`config.mk`:
```
export PLATFORM = sky130hd
export DESIGN_NAME = framed_command_receiver_crc16
export DESIGN_NICKNAME = d
export VERILOG_FILES = /design/src/hw/rtl/frc_pkg.sv /design/src/hw/rtl/frc_cfg_regs.sv /design/src/hw/rtl/frc_crc16_byte.sv /design/src/hw/rtl/frc_frame_fsm.sv /design/src/hw/rtl/framed_command_receiver_crc16.sv
export SDC_FILE = /design/constraint.sdc
export NUM_CORES = 1
export LEC_CHECK = 0
export BUFFER_PORTS_ARGS = -buffer_cell sky130_fd_sc_hd__buf_2
export CAP_MARGIN = 20
export CORE_MARGIN = 2
export CORE_UTILIZATION = 35
export CTS_BUF_LIST = sky130_fd_sc_hd__clkbuf_8
export DETAILED_ROUTE_END_ITERATION = 10
export PLACE_DENSITY = 0.51
export SLEW_MARGIN = 15
export SYNTH_ARGS = -nofsm -noshare
export SYNTH_HDL_FRONTEND = slang
export SYNTH_SLANG_ARGS = --single-unit
```
`constraint.sdc`:
```
create_clock -name i_clk -period 2.7 [get_ports i_clk]
set_input_delay 0.27 -clock i_clk [delete_from_list [all_inputs] [get_ports i_clk]]
set_output_delay 0.27 -clock i_clk [all_outputs]
set_load 0.1 [all_outputs]
```
`src/hw/rtl/frc_pkg.sv`:
```
// Shared types and constants for the framed command receiver.
package frc_pkg;

    // Per-byte result codes.
    typedef enum logic [2:0] {
        ST_DISCARD = 3'd0,
        ST_FRAME   = 3'd1,
        ST_GOOD    = 3'd2,
        ST_CRCERR  = 3'd3,
        ST_REJECT  = 3'd4,
        ST_WRAP    = 3'd5
    } t_status;

    // Configuration register indexes.
    typedef enum logic [2:0] {
        CFG_RX_ENABLE   = 3'd0,
        CFG_START_BYTE  = 3'd1,
        CFG_SECOND_BYTE = 3'd2,
        CFG_HOST_ADDR   = 3'd3,
        CFG_OWN_ADDR    = 3'd4
    } t_cfg_idx;

    localparam int unsigned CFG_IDX_W = 3;
    localparam int unsigned BYTE_W    = 8;
    localparam int unsigned CRC_W     = 16;

    localparam logic [CRC_W-1:0] CRC_INIT = 16'hFFFF;
    localparam logic [CRC_W-1:0] CRC_POLY = 16'hA001;

    // Header positions within a frame.
    localparam logic [BYTE_W-1:0] POS_IDLE   = 8'd0;
    localparam logic [BYTE_W-1:0] POS_SECOND = 8'd1;
    localparam logic [BYTE_W-1:0] POS_HOST   = 8'd2;
    localparam logic [BYTE_W-1:0] POS_OWN    = 8'd3;
    localparam logic [BYTE_W-1:0] POS_CMD    = 8'd4;
    localparam logic [BYTE_W-1:0] POS_LEN    = 8'd5;

    // Offsets of the CRC bytes after the payload.
    localparam logic [BYTE_W:0] CRC_HI_OFS = 9'd6;
    localparam logic [BYTE_W:0] CRC_LO_OFS = 9'd7;

    // Configuration register contents.
    typedef struct packed {
        logic              rx_enable;
        logic [BYTE_W-1:0] start_byte;
        logic [BYTE_W-1:0] second_byte;
        logic [BYTE_W-1:0] host_addr;
        logic [BYTE_W-1:0] own_addr;
    } t_cfg;

    // One result transaction.
    typedef struct packed {
        t_status           status;
        logic [BYTE_W-1:0] byte_position;
        logic [BYTE_W-1:0] data_byte;
        logic [BYTE_W-1:0] command_code;
        logic [BYTE_W-1:0] payload_length;
    } t_result;

endpackage

```
`src/hw/rtl/frc_cfg_regs.sv`:
```
// Configuration register file of the framed command receiver.
module frc_cfg_regs
    import frc_pkg::*;
(
    input  logic                 i_clk,
    input  logic                 i_rst_n,
    input  logic                 i_cfg_valid,
    input  logic [CFG_IDX_W-1:0] i_cfg_index,
    input  logic [BYTE_W-1:0]    i_cfg_data,
    output t_cfg                 o_cfg
);

    t_cfg r_cfg;

    // Write one register per transaction; unknown indexes are ignored.
    always_ff @(posedge i_clk) begin
        if (!i_rst_n) begin
            r_cfg <= '0;
        end else if (i_cfg_valid) begin
            unique case (t_cfg_idx'(i_cfg_index))
                CFG_RX_ENABLE:   r_cfg.rx_enable   <= i_cfg_data[0];
                CFG_START_BYTE:  r_cfg.start_byte  <= i_cfg_data;
                CFG_SECOND_BYTE: r_cfg.second_byte <= i_cfg_data;
                CFG_HOST_ADDR:   r_cfg.host_addr   <= i_cfg_data;
                CFG_OWN_ADDR:    r_cfg.own_addr    <= i_cfg_data;
                default: begin
                end
            endcase
        end
    end

    assign o_cfg = r_cfg;

endmodule

```
`src/hw/rtl/frc_crc16_byte.sv`:
```
// One-byte CRC-16/MODBUS update (reflected polynomial), purely combinational.
module frc_crc16_byte
    import frc_pkg::*;
(
    input  logic [CRC_W-1:0]  i_crc,
    input  logic [BYTE_W-1:0] i_byte,
    output logic [CRC_W-1:0]  o_crc
);

    // Eight shift steps, one per data bit, least significant bit first.
    always_comb begin
        logic [CRC_W-1:0] v_crc;
        v_crc = i_crc ^ {{(CRC_W-BYTE_W){1'b0}}, i_byte};
        for (int k = 0; k < BYTE_W; k++) begin
            if (v_crc[0]) begin
                v_crc = (v_crc >> 1) ^ CRC_POLY;
            end else begin
                v_crc = v_crc >> 1;
            end
        end
        o_crc = v_crc;
    end

endmodule

```
`src/hw/rtl/frc_frame_fsm.sv`:
```
// Frame tracking state and per-byte decision logic with the running CRC.
module frc_frame_fsm
    import frc_pkg::*;
#(
    parameter int unsigned BUFFER_SIZE = 256
) (
    input  logic              i_clk,
    input  logic              i_rst_n,
    input  logic              i_fire,
    input  logic [BYTE_W-1:0] i_byte,
    input  t_cfg              i_cfg,
    output t_result           o_result
);

    localparam logic [BYTE_W-1:0] WRAP_POS = BYTE_W'(BUFFER_SIZE - 1);

    logic [BYTE_W-1:0] r_pos,    n_pos;
    logic [CRC_W-1:0]  r_crc,    n_crc;
    logic [BYTE_W-1:0] r_crc_hi, n_crc_hi;
    logic [BYTE_W-1:0] r_cmd,    n_cmd;
    logic [BYTE_W-1:0] r_len,    n_len;

    logic              w_is_start;
    logic [CRC_W-1:0]  w_crc_seed;
    logic [CRC_W-1:0]  w_crc_next;
    logic [BYTE_W:0]   w_pos_crc_hi;
    logic [BYTE_W:0]   w_pos_crc_lo;
    t_status           w_status;

    assign w_is_start   = (i_byte == i_cfg.start_byte);
    assign w_crc_seed   = w_is_start ? CRC_INIT : r_crc;
    assign w_pos_crc_hi = {1'b0, r_len} + CRC_HI_OFS;
    assign w_pos_crc_lo = {1'b0, r_len} + CRC_LO_OFS;

    frc_crc16_byte u_crc (
        .i_crc  (w_crc_seed),
        .i_byte (i_byte),
        .o_crc  (w_crc_next)
    );

    // Decide the byte's fate and the state it leaves behind.
    always_comb begin
        logic              v_advance;
        logic [BYTE_W-1:0] v_base;
        logic [BYTE_W-1:0] v_pos_inc;
        n_pos     = r_pos;
        n_crc     = r_crc;
        n_crc_hi  = r_crc_hi;
        n_cmd     = r_cmd;
        n_len     = r_len;
        w_status  = ST_FRAME;
        v_advance = 1'b1;
        v_base    = r_pos;

        if (!i_cfg.rx_enable) begin
            w_status  = ST_DISCARD;
            v_advance = 1'b0;
        end else if (w_is_start) begin
            // A start byte restarts the frame wherever it appears.
            v_base = POS_IDLE;
            n_crc  = w_crc_next;
            n_cmd  = '0;
            n_len  = '0;
        end else if (r_pos == POS_IDLE) begin
            w_status  = ST_DISCARD;
            v_advance = 1'b0;
        end else if (r_pos == POS_SECOND || r_pos == POS_HOST || r_pos == POS_OWN) begin
            // Header markers and ids must match or the frame is dropped.
            if ((r_pos == POS_SECOND && i_byte != i_cfg.second_byte) ||
                (r_pos == POS_HOST   && i_byte != i_cfg.host_addr)   ||
                (r_pos == POS_OWN    && i_byte != i_cfg.own_addr)) begin
                n_pos     = POS_IDLE;
                n_crc     = CRC_INIT;
                w_status  = ST_REJECT;
                v_advance = 1'b0;
            end else begin
                n_crc = w_crc_next;
            end
        end else if (r_pos == POS_CMD) begin
            n_cmd = i_byte;
            n_crc = w_crc_next;
        end else if (r_pos == POS_LEN) begin
            n_len = i_byte;
            n_crc = w_crc_next;
        end else if ({1'b0, r_pos} == w_pos_crc_hi) begin
            // High CRC byte is held, not folded into the CRC.
            n_crc_hi = i_byte;
        end else if ({1'b0, r_pos} == w_pos_crc_lo) begin
            w_status  = ({r_crc_hi, i_byte} == r_crc) ? ST_GOOD : ST_CRCERR;
            n_pos     = POS_IDLE;
            n_crc     = CRC_INIT;
            v_advance = 1'b0;
        end else begin
            n_crc = w_crc_next;
        end

        // Advance the position and wrap at the buffer limit.
        v_pos_inc = v_base + 8'd1;
        if (v_advance) begin
            if (v_pos_inc == WRAP_POS) begin
                n_pos    = POS_IDLE;
                n_crc    = CRC_INIT;
                w_status = ST_WRAP;
            end else begin
                n_pos = v_pos_inc;
            end
        end
    end

    // Frame state, updated once per processed byte.
    always_ff @(posedge i_clk) begin
        if (!i_rst_n) begin
            r_pos    <= POS_IDLE;
            r_crc    <= CRC_INIT;
            r_crc_hi <= '0;
            r_cmd    <= '0;
            r_len    <= '0;
        end else if (i_fire) begin
            r_pos    <= n_pos;
            r_crc    <= n_crc;
            r_crc_hi <= n_crc_hi;
            r_cmd    <= n_cmd;
            r_len    <= n_len;
        end
    end

    assign o_result.status         = w_status;
    assign o_result.byte_position  = r_pos;
    assign o_result.data_byte      = i_byte;
    assign o_result.command_code   = n_cmd;
    assign o_result.payload_length = n_len;

endmodule

```
`src/hw/rtl/framed_command_receiver_crc16.sv`:
```
// Top level of the framed command receiver with CRC-16/MODBUS check.
//
// Each received byte gives exactly one result: a status code, the byte's position within
// the current frame, the byte itself, and the command and length bytes of the frame so far.
// A byte enters an input register; when the result register is free, the frame logic and
// the one-byte CRC update run on it and load the result register. One byte is taken every
// cycle, as long as the output side keeps draining. That rate is set by the per-byte loop
// through the frame state and the running CRC register.
// A frame is start byte, second start byte, sender id, receiver id, command, length L, L
// payload bytes and the CRC, high byte first. A frame whose position would reach
// BUFFER_SIZE - 1 wraps and reports overflow. Configuration writes take effect at once.
// The user must make them only while no byte is in flight; the block does not enforce this.
// There is no clearing pass after reset.
module framed_command_receiver_crc16
    import frc_pkg::*;
#(
    parameter int unsigned BUFFER_SIZE = 256
) (
    input  logic                 i_clk,
    input  logic                 i_rst_n,
    // Receive byte stream.
    input  logic                 s_axis_tvalid,
    output logic                 s_axis_tready,
    input  logic [7:0]           s_axis_tdata,   // [7:0] rx_byte
    // Result stream.
    output logic                 m_axis_tvalid,
    input  logic                 m_axis_tready,
    output logic [31:0]          m_axis_tdata,   // [7:0] byte_position, [15:8] data_byte,
                                                 // [23:16] command_code,
                                                 // [31:24] payload_length
    output logic [2:0]           m_axis_tuser,   // [2:0] status
    // Configuration write channel.
    input  logic                 i_cfg_valid,
    output logic                 o_cfg_ready,
    input  logic [CFG_IDX_W-1:0] i_cfg_index,
    input  logic [BYTE_W-1:0]    i_cfg_data
);

    logic              r_in_valid;
    logic [BYTE_W-1:0] r_in_byte;
    logic              r_out_valid;
    t_result           r_out;
    logic              w_out_free;
    logic              w_fire;
    t_cfg              w_cfg;
    t_result           w_result;

    assign o_cfg_ready = 1'b1;

    frc_cfg_regs u_cfg (
        .i_clk       (i_clk),
        .i_rst_n     (i_rst_n),
        .i_cfg_valid (i_cfg_valid),
        .i_cfg_index (i_cfg_index),
        .i_cfg_data  (i_cfg_data),
        .o_cfg       (w_cfg)
    );

    // The registered byte is processed whenever the result register can take it.
    assign w_out_free    = !r_out_valid || m_axis_tready;
    assign w_fire        = r_in_valid && w_out_free;
    assign s_axis_tready = !r_in_valid || w_out_free;

    // Input register.
    always_ff @(posedge i_clk) begin
        if (!i_rst_n) begin
            r_in_valid <= 1'b0;
        end else if (s_axis_tvalid && s_axis_tready) begin
            r_in_valid <= 1'b1;
        end else if (w_fire) begin
            r_in_valid <= 1'b0;
        end
    end

    always_ff @(posedge i_clk) begin
        if (s_axis_tvalid && s_axis_tready) begin
            r_in_byte <= s_axis_tdata;
        end
    end

    frc_frame_fsm #(
        .BUFFER_SIZE (BUFFER_SIZE)
    ) u_fsm (
        .i_clk    (i_clk),
        .i_rst_n  (i_rst_n),
        .i_fire   (w_fire),
        .i_byte   (r_in_byte),
        .i_cfg    (w_cfg),
        .o_result (w_result)
    );

    // Result register.
    always_ff @(posedge i_clk) begin
        if (!i_rst_n) begin
            r_out_valid <= 1'b0;
        end else if (w_fire) begin
            r_out_valid <= 1'b1;
        end else if (m_axis_tready) begin
            r_out_valid <= 1'b0;
        end
    end

    always_ff @(posedge i_clk) begin
        if (w_fire) begin
            r_out <= w_result;
        end
    end

    assign m_axis_tvalid = r_out_valid;
    assign m_axis_tuser  = r_out.status;
    assign m_axis_tdata  = {r_out.payload_length, r_out.command_code,
                            r_out.data_byte, r_out.byte_position};

`ifndef SYNTH
    // A processed byte always leaves a result in the output register.
    a_fire_gives_result: assert property (@(posedge i_clk) disable iff (!i_rst_n)
        w_fire |=> m_axis_tvalid)
        else $error("processed byte produced no result");

    // A frame can only end on or after its eighth byte.
    a_frame_end_position: assert property (@(posedge i_clk) disable iff (!i_rst_n)
        (m_axis_tvalid && (m_axis_tuser == ST_GOOD || m_axis_tuser == ST_CRCERR))
        |-> (m_axis_tdata[7:0] >= 8'd7))
        else $error("frame end reported too early in the frame");

    // Header rejection only happens on the marker and id bytes.
    a_reject_position: assert property (@(posedge i_clk) disable iff (!i_rst_n)
        (m_axis_tvalid && m_axis_tuser == ST_REJECT)
        |-> (m_axis_tdata[7:0] == POS_SECOND || m_axis_tdata[7:0] == POS_HOST ||
             m_axis_tdata[7:0] == POS_OWN))
        else $error("header rejection outside the header");
`endif

endmodule

```
# After elaboration in Yosys (flattened, before gate mapping)

Cells that the tools add are included.

$add $sub $neg: 3
Eq/ne operators: 23
Multiplexer cells: 69
Bitwise gates (word level): 14
Reductions and logical operators: 26

Operators with widths:

| kind                | number |
|---|---|
| $mux 16             | 20 |
| $mux 8              | 24 |
| $mux 3              | 11 |
| $ne 8x8->1          | 3 |
| $not 2->3           | 8 |
| $add 8x3->9 const B | 2 |
| $eq 8x9->1          | 2 |
| $eq 16x16->1        | 1 |
| $eq 8x2->1 const B  | 2 |
| $eq 8x3->1 const B  | 2 |
| $xor 16x8->16       | 1 |
| $mux 1              | 14 |
| $reduce_and 2->1    | 5 |
| $ne 3x2->1 const B  | 3 |
| $reduce_and 9->1    | 1 |
| $add 8x1->8 const B | 1 |
| $eq 8x1->1 const B  | 1 |
| $eq 8x8->1          | 1 |
| $eq 8x8->1 const B  | 1 |
| $logic_not 8->1     | 1 |
| $reduce_and 8->1    | 1 |
| $eq 3x2->1 const B  | 2 |
| $logic_or 1x1->1    | 6 |
| $reduce_bool 2->1   | 3 |
| other kinds (9)     | 19 |

Register bits after elaboration: 126
Bits of input ports: 24
Output and inout bits: 38
Word-level logic and storage cells: 153

# Logic depth before layout (Yosys ltp)

Gate-level depths: netlist (run 1).

Depth in word-level cells: 29
Mapped depth: 15
Gate-level depth less buffers: 13

# Cells and area by module

Synthesis (run 1) repeated with hierarchy kept, for this count alone.

Cells, all modules: 698
Area total of the unflattened synthesis: 7,018.0 um^2

Modules (own cells, without submodules):

| module                        | instances | cells an instance | area each (um^2) | sequential area each (um^2) |
|---|---|---|---|---|
| frc_frame_fsm                 | 1         | 494               | 4,078.9          | 960.9 |
| framed_command_receiver_crc16 | 1         | 54                | 1,406.3          | 1,331.3 |
| frc_cfg_regs                  | 1         | 121               | 1,248.7          | 660.6 |
| frc_crc16_byte                | 1         | 29                | 284.0            | 0.0 |

# Worst setup path before layout (run 1)

Ideal clock, no wire load.

Kind: reg2reg
Start: register r_in_byte[0]
End: register u_fsm.r_crc[7]
Setup time: 0.124 ns
Arrival: 2.882 ns
Required time: 2.576 ns
Setup slack: -0.306 ns
Stages on the path, launching flop included: 15
Buffers on the path: 2
Period minus slack after synthesis: 3.006 ns
Cells stage by stage: edfxtp_1 > buf_2 > xor2_1 > nor4_4 > nand3_2 > and2_1 > ha_1 > nand4_1 > xor2_1 > o31ai_1 > and4b_1 > a21oi_1 > a41oi_2 > buf_2 > a2111o_1

Longest elaborated chain between the ends: 22
Elaborated cells between the ends (all ways): 41
Classes of those cells: add/sub (1); eq/ne (5); mux (27); bitwise (3); reduce/logical (5)

Ends and longest elaborated chain:

| what                                           | line                                | text |
|---|---|---|
| start, declared                                | framed_command_receiver_crc16.sv:40 | `logic [BYTE_W-1:0] r_in_byte;` |
| start signal, assigned                         | framed_command_receiver_crc16.sv:77 | `r_in_byte <= s_axis_tdata;` |
| $eq 8x8->1                                     | frc_frame_fsm.sv:30                 | `assign w_is_start = (i_byte == i_cfg.start_byte);` |
| $mux 16                                        | frc_frame_fsm.sv:31                 | `assign w_crc_seed = w_is_start ? CRC_INIT : r_crc;` |
| $xor 16x8->16                                  | frc_crc16_byte.sv:13                | `v_crc = i_crc ^ {{(CRC_W-BYTE_W){1'b0}}, i_byte};` |
| $mux 16 or $not 2->3 (tied branches)           | n/a                                 |  |
| $not 2->3 (no line) or $mux 16 (tied branches) | n/a                                 |  |
| $mux 16 (7 in series)                          | frc_crc16_byte.sv:15                | `if (v_crc[0]) begin` |
| $mux 16                                        | frc_frame_fsm.sv:88                 | `end else if ({1'b0, r_pos} == w_pos_crc_lo) begin` |
| $mux 16                                        | frc_frame_fsm.sv:85                 | `end else if ({1'b0, r_pos} == w_pos_crc_hi) begin` |
| $mux 16                                        | frc_frame_fsm.sv:82                 | `end else if (r_pos == POS_LEN) begin` |
| $mux 16                                        | frc_frame_fsm.sv:79                 | `end else if (r_pos == POS_CMD) begin` |
| $mux 16                                        | frc_frame_fsm.sv:67                 | `end else if (r_pos == POS_SECOND \|\| r_pos == POS_HOST \|\| r_pos == POS_OWN) begin` |
| $mux 16                                        | frc_frame_fsm.sv:64                 | `end else if (r_pos == POS_IDLE) begin` |
| $mux 16                                        | frc_frame_fsm.sv:58                 | `end else if (w_is_start) begin` |
| $mux 16                                        | frc_frame_fsm.sv:55                 | `if (!i_cfg.rx_enable) begin` |
| $mux 16                                        | frc_frame_fsm.sv:100                | `if (v_pos_inc == WRAP_POS) begin` |
| $mux 16 (*)                                    | frc_frame_fsm.sv:99                 | `if (v_advance) begin` |
| end signal, assigned                           | frc_frame_fsm.sv:120                | `r_crc <= n_crc;` |
| end, declared                                  | frc_frame_fsm.sv:18                 | `logic [CRC_W-1:0] r_crc, n_crc;` |

Every way passes the cells marked *; elsewhere a longest branch is shown, timed or not.
A chain may end at the register's enable or synchronous reset.

# Final worst setup path (run 1)

Start: register r_in_byte[5]
End: register u_fsm.r_pos[4]

Longest elaborated chain between the ends: 11
Elaborated cells between the ends (all ways): 29
Classes of those cells: add/sub (1); eq/ne (11); mux (9); reduce/logical (8)

Ends and longest elaborated chain:

| what                                                                 | line                 | text |
|---|---|---|
| parallel branches: the longest is 11 deep, another holds $add 8x1->8 | n/a                  |  |
| end signal, assigned                                                 | frc_frame_fsm.sv:119 | `r_pos <= n_pos;` |
| end, declared                                                        | frc_frame_fsm.sv:17  | `logic [BYTE_W-1:0] r_pos, n_pos;` |

Several ways; the timed one is not identified.

==> metrics.txt, run 1 <==
final core occ 43.6%; die area 21100 um2; Max Cap Violations 0; clk root buf clkbuf_8; Max FO, Critical Path 5; syn_nets 760; vias in the first global route ~5900; # IOs 62; clock skew 10.1 ps; Hold WC Path Type input pin to register; RSZ-0062 raised after global routing true; Clock Latency Late Sink 450 ps; crit-path cells xor2_1 -> nor4_4 -> nand3_4 -> and2_4 -> ha_4 -> nand4_1 -> xor2_1 -> o31ai_1 -> and4b_2 -> or4_1 -> a21oi_1 -> a2bb2oi_1; hold_ws between 20 and 30 ps; LEAKAGE roughly 3.4 nW; largest net degree at the start of global routing 42; minimum clock period 2880 ps; TritonCTS clock tree yes; Net Switching 1.23 mW; Worst EP required between 3000 and 4000 ps; worst vdd ir 0.313 mV; worst-margin pin slew 597 ps; GRT Overall Usage 19.5%; H-tree Lvls 4; vias per cell around 5.2; endpoints failing setup 22; Top cell by count, worst path xor2_1; Power per Cell Area 502 nW/um2; Yosys warning total 0; Most Crowded Layer GR met2; r2r setup slk -180 ps; Die Height 145 um; Vias 5892; initial antenna violation count 0; buffers added on ports 60; CP Capture Type register; FMAX 347 MHz; WL/cell 18.1 um; grt met1 use 25.5%; outcome finished with violations; Logic pwr share roughly 14%; Post-Synthesis Cells between 700 and 800; failing checks negative setup slack; Switching Share 28.7%; Num CTS Buffers 17; Worst-path clk slew around 80 ps; GR Util met3 3.27%; Setup TNS Final -2100 ps; Detailed Route Iter0 Violations just over 300; area grow syn2layout 22.0%; final WL 20400 um; Final nets 874; Clk pwr share 38.2%; Slew headroom 60.0%; most common cell after layout, fill and taps aside dfxtp_1; distinct cell type count after synthesis 83; critical path class register to register; Arrival @ worst endpoint around 3300 ps; Main synth FF type dfxtp_1; synthesized cell area around 7000 um2; Core Footprint 19500 um2; antenna-violating nets left 0; Critical Path Source Type register; clk sink count 126; Seq/Total Area, Yosys between 40% and 50%; Initial Util 35.7%; Post-synth ARST share 0%; Antenna Cells 0; gr ovfl total 0; layout cells sized above 1 between 20 and 25%; worst setup margin -183 ps; Die W 145 um; FP Rows 51; global-route wire length before repair 32200 um; dpl hpwl roughly 15000 um; final hold vios 0; Clock Tree Buf Depth 2; Seq cells post-synth 126; Final GP Congestion slightly below 0.9; DRC Markers 0; Largest stage delay, worst path about 470 ps; Seq pwr share 47.6%; Post-synth EDFFs 43; Slowest-stage cell, CP or4_1; GR Util met2 32.4%; internal power 3.05 mW; Final Cycle Share 107%; DR pass1 iterations 4; leading cell types in the layout, fill and taps excluded 83 x dfxtp_1, 82 x nand2_1, 82 x buf_4, 60 x buf_2; Final Max Slew Viols 0; Mean Syn Cell Area 9.53 um2; Final Power 4.27 mW
[final timing paths]
path / end / startpoint / cells past startpoint
worst max-delay path: u_fsm.r_pos[4]$_SDFFE_PN0P_ / r_in_byte[5]$_DFFE_PP_ / 12
worst min-delay path: r_in_byte[7]$_DFFE_PP_ / s_axis_tdata[7] / 1
worst max register to register: u_fsm.r_pos[4]$_SDFFE_PN0P_ / r_in_byte[5]$_DFFE_PP_ / 12
worst min register to register: u_cfg.o_cfg[18]$_SDFFE_PN0P_ / u_cfg.o_cfg[18]$_SDFFE_PN0P_ / 2
[routing by layer]
| metal | vias to the layer above | part of all wire (%) |
|---|---|---|
| li1 | 2853 | - |
| met5 | - | 0 |
| met4 | 0 | 2.3 |
| met3 | 33 | 4.0 |
| met2 | 140 | 48 |
| met1 | 2866 | 46 |
[critical path, delay by kind of cell, from the launching register on]
family | cells | cell delay [ps]
flip-flops | 1 | 430
adder cells (fa/ha/maj) | 1 | 150
AND/OR/NAND/NOR | 6 | 1520
AO/OA/AOI/OAI | 3 | 380
XOR/XNOR | 2 | 330
[stage by stage]
step | setup slack, ps | cell area (um2) | instances
2_1_floorplan | -169 | 7010 | 732
3_3_place_gp | -154 | 7930 | 1080
3_5_place_dp | -270 | 7930 | 1080
4_1_cts | -203 | 8450 | 1122
5_1_grt | -349 | 8510 | 1124
6_report | -183 | 8510 | 1124
[cell type report]
type	count	area, um2
flip-flops and latches	126	2950
fillers	1946	11000
clock inverters	13	124
repair buffers	151	1010
multi-input cells	537	3790
well taps	265	332
inverters	13	48.8
clock buffers	19	262
[power by group through the flow]
stage	Sequential [mW]	Combinational, mW	Clock (mW)
finish	2.03	0.607	1.63
detailed placement	2.08	0.587	0
CTS	2.03	0.600	1.68
global route	2.04	0.644	1.76
global placement	2.07	0.585	0
floorplan	2.23	0.268	0
[kinds of logic (layout without fill, tap and decap cells)]
group | count (synthesis) | in the layout | share of synthesized area, %
AND/OR/NAND/NOR | 247 | 247 | 18.5
AO/OA/AOI/OAI | 170 | 170 | 17.5
flip-flops | 126 | 126 | 42.3
XOR/XNOR | 95 | 95 | 12.9
buffers and inverters | 69 | 196 | 5.00
multiplexers | 20 | 20 | 2.89
adder cells (fa/ha/maj) | 4 | 4 | 0.718
other | 1 | 1 | 0.0538
[registers in the layout (all words and copies together) (netlist names)]
signal          cells
m_axis_tuser        3
m_axis_tdata       32
r_in_valid          1
u_fsm.r_crc        16
u_fsm.r_crc_hi      8
u_fsm.r_len         8
u_fsm.r_cmd         8
u_fsm.r_pos         8
u_cfg.o_cfg        33
r_in_byte           8
m_axis_tvalid       1
[Yosys cell counts (3+ instances only)]
cell | number | area [um2]
o21ai_1 | 4 | 20.0
nor2_1 | 59 | 221
ha_1 | 4 | 50.1
a2111oi_0 | 6 | 52.6
xor2_1 | 61 | 534
edfxtp_1 | 43 | 1290
inv_1 | 12 | 45.0
a21oi_1 | 40 | 200
dfxtp_1 | 83 | 1660
a22oi_1 | 18 | 135
xnor3_1 | 4 | 90.1
nand2_1 | 83 | 312
o2111ai_1 | 3 | 26.3
buf_4 | 6 | 45.0
a22o_1 | 15 | 131
nor4_1 | 12 | 75.1
nand3_1 | 13 | 65.1
xnor2_1 | 29 | 254
and2_1 | 12 | 75.1
mux2i_1 | 19 | 190
nor4_4 | 3 | 63.8
o21ai_0 | 17 | 85.1
a211oi_1 | 5 | 37.5
nor3_1 | 13 | 65.1
o21bai_1 | 9 | 67.6
buf_1 | 3 | 11.3
nand4_1 | 4 | 25.0
a2111o_1 | 8 | 90.1
nor2b_1 | 10 | 62.6
nor4b_1 | 4 | 35.0
o22ai_1 | 3 | 18.8
o211ai_1 | 6 | 45.0
buf_2 | 19 | 95.1
o31ai_1 | 8 | 60.1
clkbuf_1 | 22 | 82.6
or3_1 | 3 | 18.8
and3_1 | 10 | 62.6
a31oi_1 | 3 | 18.8
buf_6 | 3 | 33.8
[what timing repair did]
action	in CTS	in global routing
hold buffers	7	0
hold endpoints to repair	7	0
gates resized for setup	12	11
pin swaps	4	4
buffers inserted	3	2
setup endpoints to repair	25	26
(Power assumes the default switching activity.)
==> inputs of run 2 (changes only) <==
--- a/config.mk
+++ b/config.mk
@@ -9,7 +9,6 @@
 export CAP_MARGIN = 20
 export CORE_MARGIN = 2
 export CORE_UTILIZATION = 35
-export CTS_BUF_LIST = sky130_fd_sc_hd__clkbuf_8
 export DETAILED_ROUTE_END_ITERATION = 10
 export PLACE_DENSITY = 0.51
 export SLEW_MARGIN = 15
==> constraint.sdc (replaced) <==
create_clock -name i_clk -period 2.7 [get_ports i_clk]
set_input_delay 0.27 -clock i_clk [delete_from_list [all_inputs] [get_ports i_clk]]
set_output_delay 0.27 -clock i_clk [all_outputs]
set_load 0.01 [all_outputs]
==> metrics.txt, run 2 (synthesis results as in run 1) <==
Clock Latency Late Sink 420 ps (was 450 ps); Detailed Route Iter0 Violations 364 (was 310); Hold EP r_in_byte[0]$_DFFE_PP_ (was r_in_byte[7]$_DFFE_PP_); DRC Markers 0 (unchanged); max reg flops 33 (unchanged); FMAX 342 MHz (was 347 MHz); global-route wire length before repair 31800 um (was 32200 um); metal3 WL 786 um (was 820 um); placed cells 1079 (was 1080); Post-DP Area 7920 um2 (was 7930 um2); most common cell after layout, fill and taps aside dfxtp_1 (unchanged); Worst Hold Depth 1 (unchanged); die area 21100 um2 (unchanged); Hold WC Path Type input pin to register (unchanged); Final Cycle Share 108% (was 107%); top sig layer met4 (unchanged); DR pass1 iterations 7 (was 4); buffers added on ports 60 (unchanged); area grow syn2layout 23.1% (was 22.0%); dpl hpwl 14600 um (was 14700 um); clk root buf clkbuf_16 (was clkbuf_8); Num CTS Buffers 17 (unchanged); Final Cell Area 8580 um2 (was 8510 um2); Clock Tree Buf Depth 2 (unchanged); clk sink count 126 (unchanged); clock skew 8.97 ps (was 10.1 ps); CP Capture Type register (unchanged); GRT Overall Usage 19.1% (was 19.5%); Final GP Congestion 0.869 (was 0.877); Vias 5896 (was 5892); Clk pwr share 47.0% (was 38.2%); Critical Path Source Type register (unchanged); Arrival @ worst endpoint 3280 ps (was 3260 ps); LEAKAGE 3.36 nW (was 3.35 nW); Initial Util 35.7% (unchanged); routed wl met2 9810 um (was 9820 um); worst setup margin -228 ps (was -183 ps); Worst-path clk slew 60 ps (was 80 ps); Switching Share 25.5% (was 28.7%); Logic pwr share 9.4% (was 14.2%); Core Footprint 19500 um2 (unchanged); RSZ-0062 raised after global routing true (unchanged); final core occ 44.0% (was 43.6%); # IOs 62 (unchanged); Final Max Slew Viols 0 (unchanged); fin cells 1114 (was 1124); Max Cap Violations 0 (unchanged); worst vdd ir 0.437 mV (was 0.313 mV); Die Height 145 um (unchanged); Antenna Cells 0 (unchanged); Max FO, Critical Path 4 (was 5); Seq pwr share 43.6% (was 47.6%); R2R depth 12 (unchanged); final WL 20000 um (was 20400 um); H-tree Lvls 4 (unchanged); failing checks negative setup slack (unchanged); worst r2r dst u_fsm.r_pos[4]$_SDFFE_PN0P_ (unchanged); leading cell types in the layout, fill and taps excluded 83 x dfxtp_1, 82 x nand2_1, 80 x buf_4, 60 x buf_2 (was 83 x dfxtp_1, 82 x nand2_1, 82 x buf_4, 60 x buf_2); critical path class register to register (unchanged); largest net degree at the start of global routing 36 (was 42); layout cells sized above 1 24.7% (was 24.4%); minimum clock period 2930 ps (was 2880 ps); Final Power 4.67 mW (was 4.27 mW); worst-margin pin slew 611 ps (was 597 ps); Worst EP required 3050 ps (was 3080 ps); FP Rows 51 (unchanged); WL/cell 17.9 um (was 18.1 um); post-place setup slack -304 ps (was -270 ps); outcome finished with violations (unchanged); antenna-violating nets left 0 (unchanged); final hold vios 0 (unchanged); gr ovfl total 0 (unchanged); Final nets 864 (was 874); Die W 145 um (unchanged); initial antenna violation count 0 (unchanged); endpoints failing setup 24 (was 22); Slew headroom 59.0% (was 60.0%); internal power 3.48 mW (was 3.05 mW); wl on met1 9070 um (was 9280 um); Power per Cell Area 544 nW/um2 (was 502 nW/um2); vias in the first global route 5930 (was 5872); r2r setup slk -230 ps (was -180 ps); worst r2r src r_in_byte[2]$_DFFE_PP_ (was r_in_byte[5]$_DFFE_PP_); hold wc startpoint s_axis_tdata[0] (was s_axis_tdata[7]); TritonCTS clock tree yes (unchanged); vias per cell 5.29 (was 5.24); Net Switching 1.19 mW (was 1.23 mW)
-- run 2: cell types whose count changed in the layout (fill, tap and decap cells not counted), sizes merged --
cell | previous run | this run
clkinvlp | 0 | 1
clkbuf | 19 | 20
inv | 20 | 18
bufinv | 2 | 1
buf | 144 | 141
clkinv | 4 | 5
dlygate4sd3 | 7 | 0
-- run 2: layout make-up --
class	count	area, um2
clock buffers	20	447
clock inverters	12	110
fillers	1963	10900
inverters	13	48.8
multi-input cells	537	3780
flip-flops and latches	126	2950
well taps	265	332
repair buffers	141	912
-- run 2: worst max path at each step --
stage                     cells after the start  slack (ps)                    from                     endpoint
after CTS                                    12        -210  r_in_byte[1]$_DFFE_PP_  u_fsm.r_pos[4]$_SDFFE_PN0P_
after global routing                         13        -370  r_in_byte[2]$_DFFE_PP_  u_fsm.r_pos[7]$_SDFFE_PN0P_
final                                        12        -230  r_in_byte[2]$_DFFE_PP_  u_fsm.r_pos[4]$_SDFFE_PN0P_
after global placement                       14        -180  r_in_byte[2]$_DFFE_PP_  u_fsm.r_pos[2]$_SDFFE_PN0P_
after detailed placement                     14        -300  r_in_byte[2]$_DFFE_PP_  u_fsm.r_pos[7]$_SDFFE_PN0P_
after floorplan                              12        -170  r_in_byte[2]$_DFFE_PP_  u_fsm.r_pos[4]$_SDFFE_PN0P_
-- run 2: through the flow --
stage | setup TNS [ps] | hold slack, ps
2_1_floorplan | -2020 | 369
3_5_place_dp | -5670 | 454
5_1_grt | -7780 | 11.9
3_3_place_gp | -3400 | 446
4_1_cts | -2850 | 14.4
6_report | -3640 | 31.1
-- run 2: power by group through the flow --
stage	Combinational (mW)	Sequential (mW)	Clock, mW
2_1_floorplan	0.261	2.09	0
3_3_place_gp	0.431	2.07	0
3_5_place_dp	0.436	2.08	0
4_1_cts	0.441	2.04	2.22
5_1_grt	0.479	2.04	2.31
6_report	0.441	2.04	2.19
-- run 2: layer usage --
| metal | GRT usage [%] | vias up |
|---|---|---|
| met1 | 24.8 | 2889 |
| met5 | 0 | - |
| li1 | - | 2846 |
| met3 | 3.33 | 26 |
| met2 | 32.2 | 135 |
| met4 | 6.52 | 0 |
-- run 2: repair_timing --
| item | in CTS | in global routing |
|---|---|---|
| pin swaps | 2 | 8 |
| setup endpoints to repair | 25 | 26 |
| hold buffers | 0 | 0 |
| resized for setup | 11 | 13 |
| setup buffers | 2 | 1 |
-- run 2: critical path, stage by stage, from the launching register on --
cell	delay, ps
edfxtp_1	440
xor2_2	180
nor4_4	360
nand3_4	160
and2_4	210
ha_4	150
nand4_1	80
xor2_1	160
o31ai_1	80
and4b_2	280
or4_4	490
a21oi_2	140
a2bb2oi_2	140
==> inputs of run 3 (changes only) <==
--- a/config.mk
+++ b/config.mk
@@ -7,6 +7,7 @@
 export LEC_CHECK = 0
 export BUFFER_PORTS_ARGS = -buffer_cell sky130_fd_sc_hd__buf_2
 export CAP_MARGIN = 20
+export CORE_ASPECT_RATIO = 1.4
 export CORE_MARGIN = 2
 export CORE_UTILIZATION = 35
 export DETAILED_ROUTE_END_ITERATION = 10
==> metrics.txt, run 3 (synthesis results as in run 1) <==
final core occ 43.5% (was 44.0%); initial antenna violation count 0 (unchanged); # IOs 62 (unchanged); Arrival @ worst endpoint 3240 ps (was 3280 ps); Core Footprint 19700 um2 (was 19500 um2); final hold vios 0 (unchanged); final WL 20500 um (was 20000 um); post-place setup slack -173 ps (was -304 ps); Seq pwr share 43.6% (about the same); dpl hpwl 15200 um (was 14600 um); vias per cell 5.44 (was 5.29); CP Capture Type register (unchanged); max reg flops 33 (unchanged); Final Max Slew Viols 0 (unchanged); Power per Cell Area 547 nW/um2 (was 544 nW/um2); Clk pwr share 47.1% (was 47.0%); Vias 5996 (was 5896); Worst Hold Depth 1 (unchanged); hold wc startpoint s_axis_tdata[1] (was s_axis_tdata[0]); Die W 123 um (was 145 um); clock skew 10.1 ps (was 8.97 ps); vias in the first global route 5893 (was 5930); TritonCTS clock tree yes (unchanged); Worst EP required 3060 ps (was 3050 ps); clk root buf clkbuf_16 (unchanged); RSZ-0062 raised after global routing true (unchanged); LEAKAGE 3.37 nW (was 3.36 nW); Slew headroom 57.6% (was 59.0%); most common cell after layout, fill and taps aside dfxtp_1 (unchanged); antenna-violating nets left 0 (unchanged); hold_ws 17.6 ps (was 31.1 ps); buffers added on ports 60 (unchanged); Final Power 4.68 mW (was 4.67 mW); R2R depth 12 (unchanged); Switching Share 27.2% (was 25.5%); clk sink count 126 (unchanged); endpoints failing setup 24 (unchanged); WL/cell 18.6 um (was 17.9 um); worst vdd ir 0.345 mV (was 0.437 mV); critical path class register to register (unchanged); Final nets 865 (was 864); Max FO, Critical Path 4 (unchanged); Max Cap Violations 0 (unchanged); placed cells 1062 (was 1079); global-route wire length before repair 32200 um (was 31800 um); fin cells 1102 (was 1114); leading cell types in the layout, fill and taps excluded 83 x dfxtp_1, 82 x nand2_1, 76 x buf_4, 60 x xor2_1, 60 x buf_2 (was 83 x dfxtp_1, 82 x nand2_1, 80 x buf_4, 60 x buf_2); GRT Overall Usage 20.2% (was 19.1%); Detailed Route Iter0 Violations 397 (was 364); Hold EP r_in_byte[1]$_DFFE_PP_ (was r_in_byte[0]$_DFFE_PP_); die area 21100 um2 (about the same); Initial Util 35.4% (was 35.7%); Clock Tree Buf Depth 2 (unchanged); worst r2r src r_in_byte[5]$_DFFE_PP_ (was r_in_byte[2]$_DFFE_PP_); outcome finished with violations (unchanged); Antenna Cells 0 (unchanged); minimum clock period 2880 ps (was 2930 ps); Critical Path Source Type register (unchanged); Worst-path clk slew 70 ps (was 60 ps); worst-margin pin slew 636 ps (was 611 ps); failing checks negative setup slack (unchanged); H-tree Lvls 4 (unchanged); Num CTS Buffers 17 (unchanged); Final GP Congestion 0.887 (was 0.869); DRC Markers 0 (unchanged); area grow syn2layout 22.8% (was 23.1%); Die Height 171 um (was 145 um); Logic pwr share 9.3% (was 9.4%); largest net degree at the start of global routing 60 (was 36); Clock Latency Late Sink 430 ps (was 420 ps); FMAX 347 MHz (was 342 MHz); worst r2r dst u_fsm.r_pos[4]$_SDFFE_PN0P_ (unchanged); FP Rows 61 (was 51); Final Cycle Share 107% (was 108%); internal power 3.41 mW (was 3.48 mW); worst setup margin -182 ps (was -228 ps); r2r setup slk -180 ps (was -230 ps); Net Switching 1.28 mW (was 1.19 mW); gr ovfl total 0 (unchanged); DR pass1 iterations 5 (was 7); Hold WC Path Type input pin to register (unchanged); layout cells sized above 1 23.8% (was 24.7%)
## run 3: cell count changes in the layout (fill, tap and decap cells not counted), sizes merged
cell / previous run / this run
clkinvlp: 1 / 0
inv: 18 / 24
clkinv: 5 / 4
bufinv: 1 / 0
clkbuf: 20 / 17
buf: 141 / 138
dlygate4sd3: 0 / 4
## run 3: worst max-delay path, stage by stage (launching register included)
cell       delay, ps
edfxtp_1         410
xor2_1           180
nor4_4           350
nand3_2          200
and2_4           210
ha_4             150
nand4_1           70
xor2_1           150
o31ai_1           80
and4b_1          230
or4_1            490
a21oi_1          130
a2bb2oi_1        160
## run 3: area by class of cell
type                       instances  area [um2]
fill                            1949       11100
multi-input combinational        537        3730
sequential                       126        2950
timing repair buffer             142         951
clock buffer                      17         425
tap                              252         315
clock inverter                    15         139
inverter                          13        48.8
## run 3: worst max path at each step
stage | endpoint | start
2_1_floorplan | u_fsm.r_pos[4]$_SDFFE_PN0P_ | r_in_byte[2]$_DFFE_PP_
3_3_place_gp | u_fsm.r_pos[4]$_SDFFE_PN0P_ | r_in_byte[2]$_DFFE_PP_
3_5_place_dp | u_fsm.r_pos[2]$_SDFFE_PN0P_ | r_in_byte[2]$_DFFE_PP_
4_1_cts | u_fsm.r_pos[4]$_SDFFE_PN0P_ | r_in_byte[5]$_DFFE_PP_
5_1_grt | u_fsm.r_pos[4]$_SDFFE_PN0P_ | r_in_byte[1]$_DFFE_PP_
6_report | u_fsm.r_pos[4]$_SDFFE_PN0P_ | r_in_byte[5]$_DFFE_PP_
## run 3: timing repair
| action | CTS | global route |
|---|---|---|
| gates resized for setup | 5 | 5 |
| setup endpoints to repair | 24 | 27 |
| hold buffers | 3 | 1 |
| setup buffers | 1 | 3 |
| hold endpoints to repair | 3 | 1 |
| pin swaps | 1 | 1 |
## run 3: metrics by stage
step	TNS, ps	instance area [um2]
after floorplan	-2020	7000
after global placement	-1010	7900
after detailed placement	-2760	7900
after CTS	-2780	8510
after global routing	-6940	8560
final	-2610	8560
## run 3: routing by layer
layer	vias up	share of wire [%]	global-route usage, %
met3	52	4.0	3.67
met5	-	0	0
li1	2853	-	-
met1	2917	39	23.0
met2	174	53	35.5
met4	0	4.2	10.7
## run 3: power groups by stage
stage	Combinational, mW	Clock [mW]	Sequential [mW]
floorplan	0.261	0	2.09
finish	0.435	2.21	2.04
detailed placement	0.427	0	2.08
CTS	0.434	2.24	2.04
global placement	0.421	0	2.08
global route	0.475	2.33	2.05
